### config.mk
export PLATFORM = sky130hd
export DESIGN_NAME = nec_ir_pulse_decoder_top
export DESIGN_NICKNAME = d
export VERILOG_FILES = /design/src/nir_pkg.sv /design/src/nec_ir_pulse_decoder_top.sv /design/src/nir_cfg_regs.sv /design/src/nir_core.sv
export SDC_FILE = /design/constraint.sdc
export NUM_CORES = 1
export LEC_CHECK = 0
export BUFFER_PORTS_ARGS = -buffer_cell sky130_fd_sc_hd__buf_4
export CAP_MARGIN = 20
export CORE_ASPECT_RATIO = 0.75
export CORE_MARGIN = 2
export CORE_UTILIZATION = 45
export CTS_CLUSTER_SIZE = 16
export DETAILED_ROUTE_END_ITERATION = 8
export PLACE_DENSITY_LB_ADDON = 0.15
export SETUP_SLACK_MARGIN = 0.02
export SYNTH_ARGS = -nofsm -noshare
export SYNTH_HDL_FRONTEND = slang
export SYNTH_HIERARCHICAL = 1
export SYNTH_SLANG_ARGS = --single-unit
### constraint.sdc
create_clock -name clk -period 5 [get_ports clk]
set_clock_uncertainty 0.2 [all_clocks]
set_input_delay 0.5 -clock clk [delete_from_list [all_inputs] [get_ports clk]]
set_output_delay 0.5 -clock clk [all_outputs]
set_load 0.005 [all_outputs]
### src/nir_pkg.sv
`timescale 1ns / 1ps

package nir_pkg;

	// Frame geometry of the decoder.
	localparam int CODE_BITS = 32;
	localparam int CODE_W = 32;
	localparam int CODE_IDX_W = $clog2(CODE_W);
	localparam int COUNT_W = 6;
	localparam int STATUS_W = 3;
	localparam int TIME_W = 32;
	localparam int CFG_W = 16;
	localparam int CFG_IDX_W = 1;
	localparam int S_TDATA_W = 32;
	localparam int M_TDATA_W = 48;

	// Pulse timing windows in microseconds. All bounds are exclusive.
	localparam logic [TIME_W-1:0] START_BURST_LO = 32'd8500;
	localparam logic [TIME_W-1:0] START_BURST_HI = 32'd9500;
	localparam logic [TIME_W-1:0] FRAME_GAP_LO = 32'd4800;
	localparam logic [TIME_W-1:0] FRAME_GAP_HI = 32'd5300;
	localparam logic [TIME_W-1:0] REPEAT_GAP_LO = 32'd2700;
	localparam logic [TIME_W-1:0] REPEAT_GAP_HI = 32'd3300;
	localparam logic [TIME_W-1:0] ZERO_LO = 32'd900;
	localparam logic [TIME_W-1:0] ZERO_HI = 32'd1300;
	localparam logic [TIME_W-1:0] ONE_LO = 32'd2000;
	localparam logic [TIME_W-1:0] ONE_HI = 32'd2500;

	localparam logic [CODE_W-1:0] CHECK_MASK = 32'h00ff_0000;

	localparam logic [COUNT_W-1:0] COUNT_MAX = '1;

	localparam logic [CFG_W-1:0] BURST_MIN_RST = 16'd500;
	localparam logic [CFG_W-1:0] BURST_MAX_RST = 16'd700;

	typedef enum logic [CFG_IDX_W-1:0] {
		REG_BURST_MIN = 1'b0,
		REG_BURST_MAX = 1'b1
	} cfg_reg_t;

	typedef enum logic [STATUS_W-1:0] {
		ST_IDLE     = 3'd0,
		ST_PREAMBLE = 3'd1,
		ST_ACTIVE   = 3'd2,
		ST_REPEAT   = 3'd3,
		ST_COMPLETE = 3'd4,
		ST_ERROR    = 3'd5
	} dec_state_t;

	typedef struct packed {
		logic [CFG_W-1:0] burst_min;
		logic [CFG_W-1:0] burst_max;
	} cfg_t;

	typedef struct packed {
		logic [COUNT_W-1:0]  bit_count;
		logic [CODE_W-1:0]   code;
		logic [STATUS_W-1:0] status;
	} dec_view_t;

	// Open interval test.
	function automatic logic in_window(input logic [TIME_W-1:0] v,
			input logic [TIME_W-1:0] lo, input logic [TIME_W-1:0] hi);
		in_window = (v > lo) && (v < hi);
	endfunction

	// The command byte must be the bitwise inverse of the byte above it.
	function automatic logic bytes_inverse(input logic [CODE_W-1:0] c);
		bytes_inverse = ((c ^ (c >> 8)) & CHECK_MASK) == CHECK_MASK;
	endfunction

endpackage

### src/nec_ir_pulse_decoder_top.sv
`timescale 1ns / 1ps

// NEC infrared pulse decoder.
//
// Every input beat on the s_ channel is one edge of the infrared receiver:
// s_tuser carries the level after the edge and s_tdata the 32-bit
// microsecond timestamp. Each beat, falling edges included, yields exactly
// one output beat on the m_ channel carrying the decoder status, the code
// assembled so far and the received bit count.
// The cfg channel writes the data burst window: index 0 is the minimum and
// index 1 the maximum burst length in microseconds. It is always ready and
// should only be written while no edge is in flight.
// An accepted edge lands in the input register and is decoded once the output
// register is free or being read; its result is then written to the output
// register, which drives m_tvalid. One edge is accepted every cycle while the
// receiver does not stall; the decoder state feeds back from one edge to the
// next through the state registers of the core.
// When the receiver stalls, the result waits in the output register and
// another edge waits in the input register; only then does s_tready drop.
// Reset clears the decoder to idle with all times, code and count at zero,
// empties both registers and restores the burst window to 500 and 700 us.
module nec_ir_pulse_decoder_top (
	input  logic                          clk,
	input  logic                          arst_n,
	input  logic                          s_tvalid,
	output logic                          s_tready,
	// [31:0] time_us
	input  logic [nir_pkg::S_TDATA_W-1:0] s_tdata,
	// [0] edge_level
	input  logic                          s_tuser,
	output logic                          m_tvalid,
	input  logic                          m_tready,
	// [2:0] status, [34:3] code, [40:35] bit_count, [47:41] zero
	output logic [nir_pkg::M_TDATA_W-1:0] m_tdata,
	input  logic                          cfg_valid,
	output logic                          cfg_ready,
	input  logic [nir_pkg::CFG_IDX_W-1:0] cfg_index,
	input  logic [nir_pkg::CFG_W-1:0]     cfg_data
);
	import nir_pkg::*;

	cfg_t              cfg;
	dec_view_t         view;

	logic              valid_s1;
	logic              level_s1;
	logic [TIME_W-1:0] time_s1;
	logic              advance;
	logic              out_valid_q;
	dec_view_t         out_q;

	// The held edge moves on when the output register is free or being read.
	assign advance = valid_s1 && (!out_valid_q || m_tready);
	assign s_tready = !valid_s1 || advance;

	nir_cfg_regs u_cfg (
		.clk       (clk),
		.arst_n    (arst_n),
		.cfg_valid (cfg_valid),
		.cfg_ready (cfg_ready),
		.cfg_index (cfg_index),
		.cfg_data  (cfg_data),
		.cfg       (cfg)
	);

	nir_core u_core (
		.clk        (clk),
		.arst_n     (arst_n),
		.step       (advance),
		.edge_level (level_s1),
		.time_us    (time_s1),
		.cfg        (cfg),
		.view       (view)
	);

	always_ff @(posedge clk or negedge arst_n) begin
		if (!arst_n) begin
			valid_s1 <= 1'b0;
		end else if (s_tready) begin
			valid_s1 <= s_tvalid;
		end
	end

	always_ff @(posedge clk) begin
		if (s_tvalid && s_tready) begin
			level_s1 <= s_tuser;
			time_s1 <= s_tdata[TIME_W-1:0];
		end
	end

	always_ff @(posedge clk or negedge arst_n) begin
		if (!arst_n) begin
			out_valid_q <= 1'b0;
		end else if (advance) begin
			out_valid_q <= 1'b1;
		end else if (m_tready) begin
			out_valid_q <= 1'b0;
		end
	end

	always_ff @(posedge clk) begin
		if (advance) begin
			out_q <= view;
		end
	end

	assign m_tvalid = out_valid_q;
	assign m_tdata = {{(M_TDATA_W-$bits(dec_view_t)){1'b0}}, out_q};

	a_hold_edge: assert property (@(posedge clk) disable iff (!arst_n)
		valid_s1 && !advance |=> valid_s1 && $stable(time_s1) && $stable(level_s1))
		else $error("a stalled edge was dropped from the input register");

	a_result_follows: assert property (@(posedge clk) disable iff (!arst_n)
		advance |=> out_valid_q)
		else $error("a decoded edge gave no output beat");

	a_no_overwrite: assert property (@(posedge clk) disable iff (!arst_n)
		out_valid_q && !m_tready |-> !advance)
		else $error("output register overwritten while stalled");

endmodule

### src/nir_cfg_regs.sv
`timescale 1ns / 1ps

module nir_cfg_regs (
	input  logic                          clk,
	input  logic                          arst_n,
	input  logic                          cfg_valid,
	output logic                          cfg_ready,
	input  logic [nir_pkg::CFG_IDX_W-1:0] cfg_index,
	input  logic [nir_pkg::CFG_W-1:0]     cfg_data,
	output nir_pkg::cfg_t                 cfg
);
	import nir_pkg::*;

	cfg_t cfg_q;

	// Writes are always taken.
	assign cfg_ready = 1'b1;
	assign cfg = cfg_q;

	always_ff @(posedge clk or negedge arst_n) begin
		if (!arst_n) begin
			cfg_q.burst_min <= BURST_MIN_RST;
			cfg_q.burst_max <= BURST_MAX_RST;
		end else if (cfg_valid) begin
			case (cfg_reg_t'(cfg_index))
				REG_BURST_MIN: cfg_q.burst_min <= cfg_data;
				REG_BURST_MAX: cfg_q.burst_max <= cfg_data;
				default: ;
			endcase
		end
	end

endmodule

### src/nir_core.sv
`timescale 1ns / 1ps

module nir_core (
	input  logic                       clk,
	input  logic                       arst_n,
	input  logic                       step,
	input  logic                       edge_level,
	input  logic [nir_pkg::TIME_W-1:0] time_us,
	input  nir_pkg::cfg_t              cfg,
	output nir_pkg::dec_view_t         view
);
	import nir_pkg::*;

	logic [TIME_W-1:0]  fall_q, fall_d;
	logic [TIME_W-1:0]  rise_q, rise_d;
	logic [CODE_W-1:0]  code_q, code_d;
	logic [COUNT_W-1:0] bit_q, bit_d;
	dec_state_t         state_q, state_d;

	logic [TIME_W-1:0]  burst;
	logic [TIME_W-1:0]  period;
	logic               bad_burst;
	logic               is_zero;
	logic               is_one;
	logic [COUNT_W-1:0] bit_inc;

	assign burst = time_us - fall_q;
	assign period = time_us - rise_q;
	assign bad_burst = (burst < {{(TIME_W-CFG_W){1'b0}}, cfg.burst_min}) ||
		(burst > {{(TIME_W-CFG_W){1'b0}}, cfg.burst_max});
	assign is_zero = in_window(period, ZERO_LO, ZERO_HI);
	assign is_one = in_window(period, ONE_LO, ONE_HI);
	assign bit_inc = (bit_q == COUNT_MAX) ? bit_q : bit_q + 1'b1;

	always_comb begin
		fall_d = fall_q;
		rise_d = rise_q;
		code_d = code_q;
		bit_d = bit_q;
		state_d = state_q;
		if (step) begin
			if (!edge_level) begin
				fall_d = time_us;
			end else begin
				rise_d = time_us;
				if (in_window(burst, START_BURST_LO, START_BURST_HI)) begin
					bit_d = '0;
					state_d = ST_PREAMBLE;
				end else if (bad_burst) begin
					state_d = ST_ERROR;
				end else begin
					case (state_q)
						ST_PREAMBLE: begin
							if (in_window(period, FRAME_GAP_LO, FRAME_GAP_HI)) begin
								code_d = '0;
								bit_d = '0;
								state_d = ST_ACTIVE;
							end else if (in_window(period, REPEAT_GAP_LO,
									REPEAT_GAP_HI)) begin
								state_d = bytes_inverse(code_q) ? ST_REPEAT : ST_ERROR;
							end
						end
						ST_ACTIVE: begin
							if (is_zero || is_one) begin
								if (is_one && (bit_q < COUNT_W'(CODE_BITS)) &&
										(bit_q < COUNT_W'(CODE_W))) begin
									code_d = code_q |
										(CODE_W'(1) << bit_q[CODE_IDX_W-1:0]);
								end
								bit_d = bit_inc;
								if (bit_inc == COUNT_W'(CODE_BITS)) begin
									state_d = bytes_inverse(code_d) ? ST_COMPLETE : ST_ERROR;
								end
							end else begin
								state_d = ST_ERROR;
							end
						end
						default: ;
					endcase
				end
			end
		end
	end

	always_ff @(posedge clk or negedge arst_n) begin
		if (!arst_n) begin
			fall_q <= '0;
			rise_q <= '0;
			code_q <= '0;
			bit_q <= '0;
			state_q <= ST_IDLE;
		end else begin
			fall_q <= fall_d;
			rise_q <= rise_d;
			code_q <= code_d;
			bit_q <= bit_d;
			state_q <= state_d;
		end
	end

	// The result of a beat is the state right after it.
	assign view.status = state_d;
	assign view.code = code_d;
	assign view.bit_count = bit_d;

	a_count_bounded: assert property (@(posedge clk) disable iff (!arst_n)
		bit_q <= COUNT_W'(CODE_BITS))
		else $error("bit count ran past the frame length");

	a_complete_full: assert property (@(posedge clk) disable iff (!arst_n)
		state_q == ST_COMPLETE |-> bit_q == COUNT_W'(CODE_BITS))
		else $error("frame complete without a full bit count");

	a_active_clean: assert property (@(posedge clk) disable iff (!arst_n)
		state_q == ST_ACTIVE |-> (code_q >> bit_q) == '0)
		else $error("code holds bits above the received count");

	a_fall_keeps_state: assert property (@(posedge clk) disable iff (!arst_n)
		step && !edge_level |=> $stable(state_q) && $stable(code_q) && $stable(bit_q))
		else $error("falling edge changed the decoder state");

endmodule

==> results.yml <==
status:
  status: "completed"
yosys:
  synth_cell_types: 99
  synth-edff-count: 74
  ys_top_cells_by_area: "dfrtp_1 23%, edfxtp_1 16%, ha_1 8.8%, o21ai_0 4.4%, nand2_1 3.9%"
  synth_ff_type: "dfrtp_1"
  synthCells: 1502
  avgSynthCellArea_sq_um: 9.40
  syn_area_sq_um: 14100
  seq_area_frac_synth: 0.405
  ys_ff_latch: 213
  yosysTopAreaCell: "dfrtp_1"
  yosysTopAreaCellShare: 0.225
  ys_warn_count: 6
  synthArstFlopShare: 0.653
cts:
  cts_max_level: 1
  path_clk_slew_ns: 0.06
  cts_max_path_buffers: 3
  root_buffer: "clkbuf_16"
  cts_buffers: 25
  cts_tree: "yes"
  cts.sinks: 213
  clk_latency_ns: 0.54
sta:
  fin_ws_ns: 0.163
  drv_slew: 0
  setup_total_negative_slack_ns: 0
  max_freq_ghz: 0.207
  finalSetupViolCount: 0
  fin_crit_sh: 0.967
  relSlewSlack: 0.439
  tightest_slew_ns: 0.841
  finalCriticalPeriod_ns: 4.84
  hold_viol_final: 0
global_routing:
  grt-ovfl-total: 0
  grt_pass1_wl_microns: 62400
  antenna_found_initial: 0
  grt_usage: 0.240
  grt_pass1_vias: 11300
  grt_max_degree: 63
setup_path:
  cp_max_fo: 6
  worstSetupStartpoint: "time_s1[0]"
  crit_chain: "inv_2, ha_4, inv_1, fa_2, buf_6, nand3_4, a211oi_4, o31ai_2, nand2_1, xor2_2, ha_1, nand4_1, a211o_1, a31oi_2, o221ai_1, a211oi_1, buf_4, nand4_1, buf_6, nor3_4, and3_4, clkbuf_16, o21ai_1"
  critPathTopFamily: "compound AO/OA/AOI/OAI gates"
  cp.required_ns: 5.08
  reg2reg_from: "time_s1[0]"
  cp_num_buf_inv: 6
  crit_type: "flip-flop to flip-flop"
  arrival_ns: 4.92
  cp_slowest_stage_delay_ns: 0.39
  cp_slowest_cell: "edfxtp_1"
  worst_setup_path_end_kind: "flip-flop"
  cp-start-kind: "flip-flop"
detailed_routing:
  antenna_left: 0
  detail_route.wl_per_cell_microns: 19.1
  drt_wl_total_microns: 40500
  via_count: 12400
  firstDrtPassIters: 5
  drt_iter0_drc: 1429
  viasPerCell: 5.85
  route.detailed.drc: 0
min_path:
  hold_class: "input pin to flip-flop"
  hp-start: "m_tready"
placement:
  pre_cts_slack_ns: -0.185
  port_buffers: 97
  gp_congestion: 0.935
  dp_hpwl_microns: 29600
layout:
  fin_util: 0.557
  area_growth_pct: 22.5
  antenna_cells: 0
  nNetsFinal: 1848
  drive_gt1_frac: 0.192
die:
  ioPinCount: 106
  fp.coreArea_sq_um: 31000
  initial_core_util: 0.455
  rows: 56
  die_h_microns: 157
  die_x_microns: 209
  dieArea_sq_um: 32800
power_and_ir_drop:
  ir_worst_vdd_uv: 264
  p_per_area_nw_per_um2: 389
  p_leak_uw: 0.00731
flow_run:
  maxCapViolations: 0
-- timing repair --
action | in CTS | in global routing
hold endpoints to repair | 113 | 0
gates resized for setup | 11 | 44
cloned | 0 | 4
buffers inserted | 4 | 11
endpoints found under the setup margin | 69 | 80
pin swaps | 2 | 19
hold buffers | 51 | 0
-- kinds of logic after synthesis --
family                     Yosys count  synth area share
buffers and inverters              196            0.0581
xor gates and xnor gates            28            0.0174
DFF                                213             0.405
muxes                               43            0.0365
other                                2          0.000532
AOI/OAI and AO/OA                  477             0.228
adders and majority gates          101            0.0906
and+or+nand+nor                    442             0.164
-- state kept, by name (all words and copies together), names as in the netlist --
register,count
u_core/state_q,3
m_tdata,41
time_s1,32
u_core/rise_q,32
u_core/bit_q,6
level_s1,1
valid_s1,1
u_cfg/cfg,32
u_core/code_q,32
u_core/fall_q,32
m_tvalid,1
-- synth_stat cells (25+ instances only) --
library cell	number
a21o_1	31
a21oi_1	86
and2_1	25
clkbuf_1	34
dfrtp_1	127
edfxtp_1	74
ha_1	99
inv_1	138
mux2_2	28
nand2_1	145
nand4_1	42
nor2_1	70
o21ai_0	124
-- cell usage in the layout, fill, tap and decap left out, types with 13 or more instances in the layout --
cell and n:
a21o_1 31, a21oi_1 82, a31oi_1 13, a41oi_1 13, and2_1 23, buf_4 150
clkbuf_16 28, dfrtp_1 127, dlygate4sd3_1 51, edfxtp_1 74, ha_1 93, inv_1 137
mux2_2 28, nand2_1 145, nand2b_1 14, nand3_1 18, nand4_1 42, nor2_1 69
nor3_1 23, o211ai_1 15, o21a_1 20, o21ai_0 120, o21ai_1 23, or3_1 18
xnor2_1 15
-- worst min-delay path, stage by stage --
cell and delay, ns:
buf_4 0.08, nand2b_1 0.10, nand2b_1 0.06
-- final timing paths --
check / endpoint / slack (ns) / cells after the start
max: m_tdata[9] / 0.16 / 23
min: m_tvalid / 0.04 / 3
max reg2reg: m_tdata[9] / 0.16 / 23
min reg2reg: u_cfg/cfg[8] / 0.31 / 1
max in group asynchronous: u_core/rise_q[29] / 3.22 / 3
min in group asynchronous: u_cfg/cfg[1] / 0.27 / 2
-- metal layers --
layer | global-route usage | share of wire | routed length (microns)
met5 | 0 | 0 | 0
met2 | 0.334 | 0.40 | 16300
met1 | 0.383 | 0.51 | 20600
met3 | 0.0471 | 0.075 | 3060
met4 | 0.0404 | 0.015 | 602
-- through the flow --
| stage | cells | cell area (sq um) | hold WS, ns | total power, uW |
|---|---|---|---|---|
| 2_1_floorplan | 1508 | 14100 | 0.00441 | 3990 |
| 3_3_place_gp | 2001 | 15500 | 0.286 | 4670 |
| 3_5_place_dp | 2001 | 15500 | 0.294 | 4700 |
| 4_1_cts | 2101 | 16900 | 0.0227 | 6630 |
| 5_1_grt | 2116 | 17300 | 0.0564 | 7160 |
| 6_report | 2116 | 17300 | 0.0406 | 6720 |
-- where the power goes --
part | leakage (uW) | switching, uW | total, uW | internal, uW
sequential | 0.00226 | 79.1 | 2080 | 2000
clock | 0.000397 | 742 | 1850 | 1100
combinational | 0.00466 | 1670 | 2800 | 1130
-- final cells by class --
class,instances,area (sq um)
clock buffer,34,679
clock inverter,11,139
timing repair buffer,214,1870
sequential,213,5720
multi-input combinational,1099,7850
inverter,139,522
fill,2745,13800
tap,406,508
No activity file was read; power rests on OpenSTA's default activity.
